==> src/ncc_pkg.sv <==
package ncc_pkg;

   localparam int SAMPLE_W   = 16;
   localparam int OPCODE_W   = 2;
   localparam int INDEX_W    = 9;
   localparam int SCORE_W    = 48;
   localparam int SEEN_W     = 32;
   localparam int FLOOR_W    = 39;
   localparam int CSR_IDX_W  = 1;
   localparam int CSR_DATA_W = 39;
   localparam int PROD_W     = 2 * SAMPLE_W;
   localparam int SQ_W       = 2 * SAMPLE_W - 1;
   localparam int FRAC2      = 2 * (SAMPLE_W - 1);
   localparam int Q_W        = SAMPLE_W;
   localparam int Q_MAX      = (1 << (SAMPLE_W - 1)) - 1;

   typedef logic signed [SAMPLE_W-1:0] sample_type;
   typedef logic signed [SCORE_W-1:0]  score_type;

   localparam score_type SCORE_MIN = {1'b1, {(SCORE_W - 1){1'b0}}};

   typedef enum logic [OPCODE_W-1:0] {
      OP_SAMPLE = 2'd0,
      OP_LOAD   = 2'd1,
      OP_CLEAR  = 2'd2
   } opcode_type;

   typedef enum logic [CSR_IDX_W-1:0] {
      CSR_SCORE_MODE   = 1'b0,
      CSR_ENERGY_FLOOR = 1'b1
   } csr_index_type;

   typedef struct packed {
      logic clear;
      logic valid;
   } mac_ctl_type;

endpackage

==> src/ncc_mac.sv <==
module ncc_mac #(
   parameter int ENERGY_W = 40
) (
   input  logic                       clock,
   input  logic                       reset,
   input  ncc_pkg::mac_ctl_type       ctl,
   input  ncc_pkg::sample_type        sample,
   input  ncc_pkg::sample_type        coef,
   output logic signed [ENERGY_W:0]   dot,
   output logic [ENERGY_W-1:0]        energy
);

   localparam int DW = ENERGY_W + 1;

   logic                                 v_ff;
   logic signed [ncc_pkg::PROD_W-1:0]    prod_ff, prod_in;
   logic signed [ncc_pkg::PROD_W-1:0]    sq_full;
   logic [ncc_pkg::SQ_W-1:0]             sq_ff;
   logic signed [DW-1:0]                 dot_ff;
   logic [ENERGY_W-1:0]                  energy_ff;

   always_comb begin
      prod_in = sample * coef;
      sq_full = sample * sample;
   end

   always_ff @(posedge clock) begin
      prod_ff <= prod_in;
      sq_ff   <= sq_full[ncc_pkg::SQ_W-1:0];
      if (ctl.clear) begin
         dot_ff    <= '0;
         energy_ff <= '0;
      end else if (v_ff) begin
         dot_ff    <= dot_ff + DW'(prod_ff);
         energy_ff <= energy_ff + ENERGY_W'(sq_ff);
      end
      if (reset) begin
         v_ff <= 1'b0;
      end else begin
         v_ff <= ctl.valid;
      end
   end

   assign dot    = dot_ff;
   assign energy = energy_ff;

endmodule

==> config.mk <==
export PLATFORM = sky130hd
export DESIGN_NAME = ncc_mac
export DESIGN_NICKNAME = d
export VERILOG_FILES = /design/src/ncc_pkg.sv /design/src/ncc_mac.sv
export SDC_FILE = /design/constraint.sdc
export NUM_CORES = 2
export LEC_CHECK = 0
export ABC_AREA = 1
export BUFFER_PORTS_ARGS = -buffer_cell sky130_fd_sc_hd__buf_4
export CAP_MARGIN = 20
export CORE_UTILIZATION = 45
export DETAILED_ROUTE_END_ITERATION = 10
export SKIP_LAST_GASP = 1
export SLEW_MARGIN = 20
export SYNTH_ARGS = -nofsm -noshare
export SYNTH_HDL_FRONTEND = slang
export SYNTH_SLANG_ARGS = --single-unit
==> constraint.sdc <==
create_clock -name clock -period 6.6 [get_ports clock]
set_input_delay 1.32 -clock clock [delete_from_list [all_inputs] [get_ports clock]]
set_output_delay 1.32 -clock clock [all_outputs]
set_load 0.02 [all_outputs]
==> results.cfg <==
[floorplan]
start_util_pct = 45.5
core_region_area_um2 = 64500
die_area_um2 = 66200
die_w_um = 257
die_y_um = 257
ios = 117
row_count = 93

[synthesis]
netlist_area_um2 = 29300
yosysSeqAreaShare_pct = 9.83
synth_cells = 4003
synthTopCellsByArea = fa_1, inv_1, nand2_1, ha_1, dfxtp_1
yosysTopAreaCell = fa_1
synth_seq_cells = 144
ys.flop_type = dfxtp_1
syn_area_per_cell_um2 = 7.32
syn_nets = 4771
ys_warn_count = 0
synth_most_common_cell = inv_1
synth_cell_type_count = 61
synth_edf_count = 0
synth_commonest_cells = inv_1, nand2_1, fa_1, nor2_1, ha_1
netlist.area_leader.share_pct = 33.6
async_flop_share_pct = 0

[setup_path]
critPathMaxStageDelay_ns = 0.55
setup.worst_path.start = sample[15]
critPathSlowestCell = fa_1
cp_max_fo = 18
critPathLaunchType = input pin
crit_type = input pin to register
critPathRequiredTime_ns = 6.98
end_kind = register
arrival_ns = 6.67
rr_startpoint = v_ff

[routing]
drt_iter0_markers = 1302
ant_nets = 0
post_drt_wl_per_cell_um = 15.2
drcViolationCount = 0
wirelength_um = 77400
dr_total_vias = 24400
firstDrtPassIters = 8
viasPerCell = 4.79

[sta]
tightest_slew_ns = 0.790
rsz0062_at_grt = false
finalCritPeriodShare_pct = 95.4
min_period_ns = 6.30
clock_skew_ns = 0.0111
clock.fmax_mhz = 159
drv_slew = 0
setup_viol = 0
hold_viol = 0
relSlewSlack_pct = 47.4

[clock_network]
htreeDepth = 4
cts.sinks = 144
cts_made_buffers = 17
clk_latency_ns = 0.46
ctsHoldBuffers = 0
ctsResizeCount = 0
tritoncts = yes
cts_buffer_depth = 2
clk_pin_slew_ns = 0.07
root_buffer = clkbuf_16
postCtsSetupBuffers = 0

[grt]
overflow = 0
antenna_found_initial = 0
grt_max_degree = 70
grt_pass1_vias = 25200
grt_pass1_wl_um = 129000
globalRouteTotalUtil_pct = 24.5

[finish]
area_growth_pct = 12.7
drive_above_1_share_pct = 10.6
final-instance-count-excl-fill = 5099
diodes = 0
finalNetCount = 4999
fin_area_um2 = 33100

[place]
dpl_cell_area_um2 = 32400
numPortBuffers = 116
dp_hpwl_um = 66700
globalplace.congestion = 0.949
placed_cells = 5066

[run]
maxCapViolCount = 0

[worst_hold_path]
worstHoldStart = dot[40]
hp-class = register to register

[run_status]
status = completed
## layout make-up
class / instances / area [um^2]
well taps: 855 / 1070
fillers: 6639 / 31400
repair buffers: 320 / 2500
multi-input cells: 2667 / 21900
clock buffers: 19 / 433
flip-flops and latches: 144 / 2890
clock inverters: 13 / 179
inverters: 1081 / 4060
## through the flow
step	setup TNS [ns]	hold WS, ns	setup WS (ns)	utilization (%)
after detailed placement	-0.599	0.524	-0.161	50.3
after floorplan	0	0.541	0.00575	-
after global routing	0	0.554	0.0379	51.3
after global placement	-0.254	0.499	-0.115	50.3
final	0	0.532	0.304	51.3
after CTS	0	0.533	0.332	51.2
## registers in the layout, indices dropped and copies added (netlist names)
signal   count
energy      40
sq_ff       30
v_ff         1
dot         41
prod_ff     32
## cells by family (layout without fill, tap and decap cells)
group | count (synthesis) | after routing | share of synthesized area (%)
AND/OR/NAND/NOR | 1470 | 1470 | 20.6
buffers and inverters | 1192 | 1433 | 15.4
adder cells (fa/ha/maj) | 732 | 732 | 43.8
AO/OA/AOI/OAI | 358 | 358 | 7.12
flip-flops | 144 | 144 | 9.83
XOR/XNOR | 107 | 107 | 3.20
## final timing paths
path	slack [ns]	end	cells past startpoint
setup reg to reg	4.00	energy[39]	7
setup / recovery	0.30	sq_ff[25]	25
hold reg to reg	0.53	dot[40]	2
hold / removal	0.53	dot[40]	2
## layout by cell type (no fill, tap or decap), types with 38 or more instances in the layout
| master | instances |
|---|---|
| inv_1 | 1074 |
| nand2_1 | 864 |
| fa_1 | 492 |
| nor2_1 | 354 |
| buf_4 | 312 |
| ha_1 | 240 |
| a21oi_1 | 143 |
| dfxtp_1 | 143 |
| nand3_1 | 122 |
| o21ai_0 | 107 |
| xor2_1 | 69 |
| nand4_1 | 38 |
| xnor2_1 | 38 |
## critical path: cells and delay by family
family	cells	cell delay, ns
xor gates and xnor gates	1	0.20
adders and majority gates	7	3.37
buffers and inverters	9	0.88
and+or+nand+nor	8	0.90
## metal layers
metal | part of all wire [%] | wire length (um) | track usage (%)
met5 | 0 | 0 | 0
met4 | 2.2 | 1680 | 6.66
met3 | 4.7 | 3650 | 3.20
met2 | 47 | 36100 | 40.7
met1 | 47 | 36000 | 33.6
Power is not shown: default switching activity piles up to over one toggle a cycle in this logic, so the estimate is an artifact.
