**src/ncc_pkg.sv**
```systemverilog
package ncc_pkg;

   localparam int SAMPLE_W   = 16;
   localparam int OPCODE_W   = 2;
   localparam int INDEX_W    = 9;
   localparam int SCORE_W    = 48;
   localparam int SEEN_W     = 32;
   localparam int FLOOR_W    = 39;
   localparam int CSR_IDX_W  = 1;
   localparam int CSR_DATA_W = 39;
   localparam int PROD_W     = 2 * SAMPLE_W;
   localparam int SQ_W       = 2 * SAMPLE_W - 1;
   localparam int FRAC2      = 2 * (SAMPLE_W - 1);
   localparam int Q_W        = SAMPLE_W;
   localparam int Q_MAX      = (1 << (SAMPLE_W - 1)) - 1;

   typedef logic signed [SAMPLE_W-1:0] sample_type;
   typedef logic signed [SCORE_W-1:0]  score_type;

   localparam score_type SCORE_MIN = {1'b1, {(SCORE_W - 1){1'b0}}};

   typedef enum logic [OPCODE_W-1:0] {
      OP_SAMPLE = 2'd0,
      OP_LOAD   = 2'd1,
      OP_CLEAR  = 2'd2
   } opcode_type;

   typedef enum logic [CSR_IDX_W-1:0] {
      CSR_SCORE_MODE   = 1'b0,
      CSR_ENERGY_FLOOR = 1'b1
   } csr_index_type;

   typedef struct packed {
      logic clear;
      logic valid;
   } mac_ctl_type;

endpackage

```
**src/ncc_norm.sv**
```systemverilog
module ncc_norm #(
   parameter int ENERGY_W = 40
) (
   input  logic                      clock,
   input  logic                      reset,
   input  logic                      start,
   input  logic signed [ENERGY_W:0]  dot,
   input  logic [ENERGY_W-1:0]       es,
   input  logic [ENERGY_W-1:0]       et,
   output logic                      done,
   output ncc_pkg::score_type        score
);

   localparam int DW   = ENERGY_W + 1;
   localparam int HW   = (ENERGY_W + 1) / 2;
   localparam int PW   = 2 * ENERGY_W;
   localparam int RW   = PW + ncc_pkg::FRAC2;
   localparam int BW   = RW + 1;
   localparam int CW   = RW + 2;
   localparam int QW   = ncc_pkg::Q_W;
   localparam int BITW = $clog2(ncc_pkg::Q_W);
   localparam logic [2:0] PP_LAST = 3'd7;

   typedef enum logic [2:0] {
      N_IDLE, N_MUL, N_WAIT, N_INIT, N_ADD, N_CMP, N_DONE
   } state_type;

   state_type              state_ff, state_in;
   logic                   mul_v_ff, mul_v_in;
   logic [2:0]             i_ff, i_in;
   logic [2:0]             pi_ff, pi_in;
   logic [2*HW-1:0]        prod_ff, prod_in;
   logic [ENERGY_W-1:0]    es_ff, es_in, et_ff, et_in, mag_ff, mag_in;
   logic                   neg_ff, neg_in;
   logic [PW-1:0]          p_ff, p_in, m_ff, m_in;
   logic [RW-1:0]          a_ff, a_in, s_ff, s_in;
   logic [BW-1:0]          b_ff, b_in;
   logic [CW-1:0]          c_ff, c_in;
   logic [QW-1:0]          q_ff, q_in;
   logic [BITW-1:0]        bit_ff, bit_in;

   logic signed [DW-1:0]   dot_neg;
   logic [2*HW-1:0]        xw, yw;
   logic [HW-1:0]          xh, yh;
   logic [PW-1:0]          term;
   logic [RW-1:0]          r_val;
   logic signed [QW:0]     q_ext;

   always_comb begin
      state_in = state_ff;
      mul_v_in = 1'b0;
      i_in     = i_ff;
      pi_in    = i_ff;
      es_in    = es_ff;
      et_in    = et_ff;
      mag_in   = mag_ff;
      neg_in   = neg_ff;
      p_in     = p_ff;
      m_in     = m_ff;
      a_in     = a_ff;
      b_in     = b_ff;
      s_in     = s_ff;
      c_in     = c_ff;
      q_in     = q_ff;
      bit_in   = bit_ff;

      dot_neg = -dot;
      xw = i_ff[2] ? (2*HW)'(mag_ff) : (2*HW)'(es_ff);
      yw = i_ff[2] ? (2*HW)'(mag_ff) : (2*HW)'(et_ff);
      xh = i_ff[0] ? xw[2*HW-1:HW] : xw[HW-1:0];
      yh = i_ff[1] ? yw[2*HW-1:HW] : yw[HW-1:0];
      prod_in = xh * yh;

      if (pi_ff[0] & pi_ff[1]) begin
         term = PW'(prod_ff) << (2 * HW);
      end else if (pi_ff[0] ^ pi_ff[1]) begin
         term = PW'(prod_ff) << HW;
      end else begin
         term = PW'(prod_ff);
      end
      if (mul_v_ff) begin
         if (pi_ff[2]) begin
            m_in = m_ff + term;
         end else begin
            p_in = p_ff + term;
         end
      end

      r_val = {m_ff, {ncc_pkg::FRAC2{1'b0}}};

      case (state_ff)
         N_IDLE: begin
            if (start) begin
               es_in  = es;
               et_in  = et;
               neg_in = dot[DW-1];
               mag_in = dot[DW-1] ? dot_neg[ENERGY_W-1:0] : dot[ENERGY_W-1:0];
               i_in   = '0;
               p_in   = '0;
               m_in   = '0;
               state_in = N_MUL;
            end
         end
         N_MUL: begin
            mul_v_in = 1'b1;
            i_in = i_ff + 3'd1;
            if (i_ff == PP_LAST) begin
               state_in = N_WAIT;
            end
         end
         N_WAIT: begin
            state_in = N_INIT;
         end
         N_INIT: begin
            a_in   = RW'(p_ff) << ncc_pkg::FRAC2;
            b_in   = '0;
            s_in   = '0;
            q_in   = '0;
            bit_in = BITW'(QW - 1);
            state_in = N_ADD;
         end
         N_ADD: begin
            c_in = CW'(s_ff) + CW'(a_ff) + CW'(b_ff);
            state_in = N_CMP;
         end
         N_CMP: begin
            // keep this bit while (q + 2^bit)^2 * P stays within R
            if (c_ff <= CW'(r_val)) begin
               s_in = c_ff[RW-1:0];
               q_in[bit_ff] = 1'b1;
               b_in = (b_ff >> 1) + BW'(a_ff);
            end else begin
               b_in = b_ff >> 1;
            end
            a_in = a_ff >> 2;
            if (bit_ff == '0) begin
               state_in = N_DONE;
            end else begin
               bit_in = bit_ff - 1'b1;
               state_in = N_ADD;
            end
         end
         N_DONE: begin
            state_in = N_IDLE;
         end
         default: begin
            state_in = N_IDLE;
         end
      endcase
   end

   always_ff @(posedge clock) begin
      i_ff    <= i_in;
      pi_ff   <= pi_in;
      prod_ff <= prod_in;
      es_ff   <= es_in;
      et_ff   <= et_in;
      mag_ff  <= mag_in;
      neg_ff  <= neg_in;
      p_ff    <= p_in;
      m_ff    <= m_in;
      a_ff    <= a_in;
      b_ff    <= b_in;
      s_ff    <= s_in;
      c_ff    <= c_in;
      q_ff    <= q_in;
      bit_ff  <= bit_in;
      if (reset) begin
         state_ff <= N_IDLE;
         mul_v_ff <= 1'b0;
      end else begin
         state_ff <= state_in;
         mul_v_ff <= mul_v_in;
      end
   end

   always_comb begin
      q_ext = $signed({1'b0, q_ff});
      if (neg_ff) begin
         score = ncc_pkg::score_type'(-q_ext);
      end else if (q_ff[QW-1]) begin
         score = ncc_pkg::score_type'(ncc_pkg::Q_MAX);
      end else begin
         score = ncc_pkg::score_type'(q_ext);
      end
   end

   assign done = (state_ff == N_DONE);

endmodule

```
**config.mk**
```make
export PLATFORM = sky130hd
export DESIGN_NAME = ncc_norm
export DESIGN_NICKNAME = d
export VERILOG_FILES = /design/src/ncc_pkg.sv /design/src/ncc_norm.sv
export SDC_FILE = /design/constraint.sdc
export NUM_CORES = 2
export LEC_CHECK = 0
export ABC_AREA = 1
export BUFFER_PORTS_ARGS = -buffer_cell sky130_fd_sc_hd__buf_4
export CORE_AREA = 10 10 529 531
export CTS_BUF_LIST = sky130_fd_sc_hd__clkbuf_16
export DETAILED_ROUTE_END_ITERATION = 16
export DIE_AREA = 0 0 539 541
export PLACE_DENSITY = 0.57
export RECOVER_POWER = 25
export SKIP_LAST_GASP = 1
export SLEW_MARGIN = 20
export SYNTH_ARGS = -nofsm -noshare
export SYNTH_HDL_FRONTEND = slang
export SYNTH_SLANG_ARGS = --single-unit
```
**constraint.sdc**
```tcl
create_clock -name clock -period 7.6 [get_ports clock]
set_input_delay 1.52 -clock clock [delete_from_list [all_inputs] [get_ports clock]]
set_output_delay 1.52 -clock clock [all_outputs]
set_load 0.03 [all_outputs]
```
==> run_results.csv <==
group,metric,value,unit
outcome,status,"finished clean",
clock_network,clk_pin_slew_worst_paths,80,ps
drt,postRouteAntennaNets,0,
clock_network,cts_max_level,3,
die,core_region_area,270000,um2
clock_network,clk_latency,810,ps
placed_design,placed_cell_area,92500,um2
worst_hold_path,min_from,"m_ff[79]",
setup_path,slowest_stage,"fa_1",
placed_design,hpwl,360000,um
timing,final_max_slew_viol_count,0,
setup_path,slowest_delay,550,ps
final_layout,layout_commonest_cell,"nand2_1",
synth,synth.avg_cell_area,6.54,um2
placed_design,io_buffers,172,
timing,holdWs,532,ps
synth,postSynthCellCount,13100,
clock_network,clk_path_buf_depth,3,
synth,syn_nets,14300,
final_layout,area_growth,12.3,%
drt,vias,84400,
timing,fin_crit,7240,ps
setup_path,arrival,7890,ps
clock_network,hold_buffers,0,
synth,synth_area_leaders,"edfxtp_1, nand2_1, inv_1",
synth,ys.flop_type,"edfxtp_1",
die,die_w,539,um
die,initial_utilization,31.8,%
grt,grtUsageTotal,27.3,%
final_layout,final_nets,14600,
setup_path,worstSetupStartpoint,"i_ff[2]",
synth,synth-async-reset-ratio,0,%
drt,wirelength,415000,um
timing,fin_crit_sh,95.3,%
clock_network,cts_sinks,794,
final_layout,final_cells,17100,
drt,drt-initial-drc-count,8567,
grt,grt_start_max_net_pins,131,
synth,yosys.area.top_type,"edfxtp_1",
placed_design,gp_congestion,1.09,
drt,post_drt_wl_per_cell,24.3,um
setup_path,reg2reg_depth,30,
synth,synth_edf_count,587,
timing,finalClockSkew,76.1,ps
setup_path,critPathRequiredTime,8250,ps
grt,grt_pass1_vias,80700,
timing,maxSlewHeadroom,16.3,%
job,cap_violations,0,
setup_path,critPathKind,"reg2reg",
drt,drc,0,
setup_path,endpoint,"prod_ff[38]",
final_layout,layout_common_cells,"nand2_1, inv_1, nor2_1",
timing,hold_violations,0,
setup_path,crit_path_end_kind,"flop",
timing,worstMarginPinSlew,1260,ps
setup_path,r2r-start,"i_ff[2]",
synth,netlist_area,85700,um2
setup_path,reg2reg_to,"prod_ff[38]",
drt,vias_per_cell,4.94,
grt,grt_pass1_wl,580000,um
final_layout,drive_above_1_share,4.76,%
setup_path,r2r_slack,360,ps
placed_design,dp_cells,16900,
synth,yosysSeqAreaShare,25.4,%
synth,ys_seq_elements,794,
drt,firstDrtPassIters,7,
clock_network,cts_buffers,104,
placed_design,dp_slack,141,ps
timing,max_freq,138,MHz
synth,ys_types,49,
grt,overflow,0,
timing,setup_viol,0,
timing,grt_setup_unrepaired,"yes",
synth,yosys_warnings,0,
synth,synth_top_cell_area_share,20.6,%
clock_network,cts_tree,"done",
die,dieArea,292000,um2
setup_path,crit_fanout,26,
die,ioPinCount,173,
die,rows,191,
clock_network,clockRootBuffer,"clkbuf_16",
die,fp.dieH,541,um
timing,finalWorstSetupSlack,358,ps
worst_hold_path,holdCritPathClass,"reg2reg",
final_layout,fin_area,96200,um2
setup_path,cp-start-kind,"flop",
grt,antenna_found_initial,23,
setup_path,critical-path-top-cell-by-count,"fa_1",
sequential cells by signal, summed over array words and instances, names as in the netlist:
| register | count |
|---|---|
| a_ff | 110 |
| b_ff | 111 |
| bit_ff | 4 |
| c_ff | 112 |
| es_ff | 40 |
| et_ff | 40 |
| i_ff | 3 |
| m_ff | 80 |
| mag_ff | 40 |
| mul_v_ff | 1 |
| neg_ff | 1 |
| p_ff | 80 |
| pi_ff | 3 |
| prod_ff | 40 |
| q_ff | 16 |
| s_ff | 110 |
| state_ff | 3 |
worst min-delay path by stage:
stage	slack, ps	depth (start not counted)	to
6_report	530	2	m_ff[79]
5_1_grt	560	2	s_ff[23]
4_1_cts	530	2	m_ff[79]
3_5_place_dp	510	2	m_ff[79]
3_3_place_gp	510	2	m_ff[79]
2_1_floorplan	400	0	pi_ff[0]
final cells by class:
type,count,area [um2]
multi-input combinational,9312,52600
inverter,2773,10400
clock inverter,88,973
sequential,794,21800
tap,3570,4470
timing repair buffer,427,3340
antenna,8,20.0
fill,29800,173000
clock buffer,105,2630
per-stage QoR:
step | utilization, % | setup TNS, ps
after floorplan | - | 0
after global placement | 34.3 | 0
after global routing | 35.7 | -9.95
after detailed placement | 34.3 | 0
final | 35.7 | 0
after CTS | 35.6 | 0
synthesized netlist by cell type, types with 22 or more instances:
| cell type | count |
|---|---|
| a21o_1 | 28 |
| a21oi_1 | 693 |
| buf_2 | 28 |
| buf_4 | 23 |
| clkbuf_1 | 157 |
| dfxtp_1 | 207 |
| edfxtp_1 | 587 |
| fa_1 | 434 |
| ha_1 | 618 |
| inv_1 | 2754 |
| nand2_1 | 3974 |
| nand3_1 | 514 |
| nand3b_1 | 43 |
| nand4_1 | 121 |
| nor2_1 | 1690 |
| nor3_1 | 99 |
| nor4_1 | 22 |
| o211ai_1 | 75 |
| o21ai_0 | 556 |
| o21ai_1 | 42 |
| o21bai_1 | 58 |
| xnor2_1 | 86 |
| xor2_1 | 160 |
metal layers:
metal  track usage [%]  part of all wire [%]  vias up
met2              44.0                    44     3253
li1                  -                     -    41100
met4              18.4                   8.5       18
met5                 0                 0.031        -
met1              33.8                    41    39200
met3              3.93                   6.5      809
logic make-up (layout without fill, tap and decap cells):
kind of cell	Yosys count	in the layout	share of synthesized area, %
AOI/OAI and AO/OA	1513	1513	9.48
DFF	794	794	25.4
buffers and inverters	3003	3393	13.3
and+or+nand+nor	6501	6501	30.1
other	0	8	0
xor gates and xnor gates	246	246	2.51
adders and majority gates	1052	1052	19.2
repair_timing:
action,4_1_cts,5_1_grt
endpoints found under the setup margin,0,19
gates resized for setup,0,20
buffers inserted,0,4
critical path, delay by kind of cell (launching register included):
| kind | cells | cell delay, ps |
|---|---|---|
| AND/OR/NAND/NOR | 9 | 890 |
| AO/OA/AOI/OAI | 3 | 600 |
| XOR/XNOR | 1 | 140 |
| buffers and inverters | 9 | 1210 |
| flip-flops | 1 | 510 |
| adder cells (fa/ha/maj) | 8 | 3740 |
Power is not shown: default switching activity piles up to over one toggle a cycle in this logic, so the estimate is an artifact.
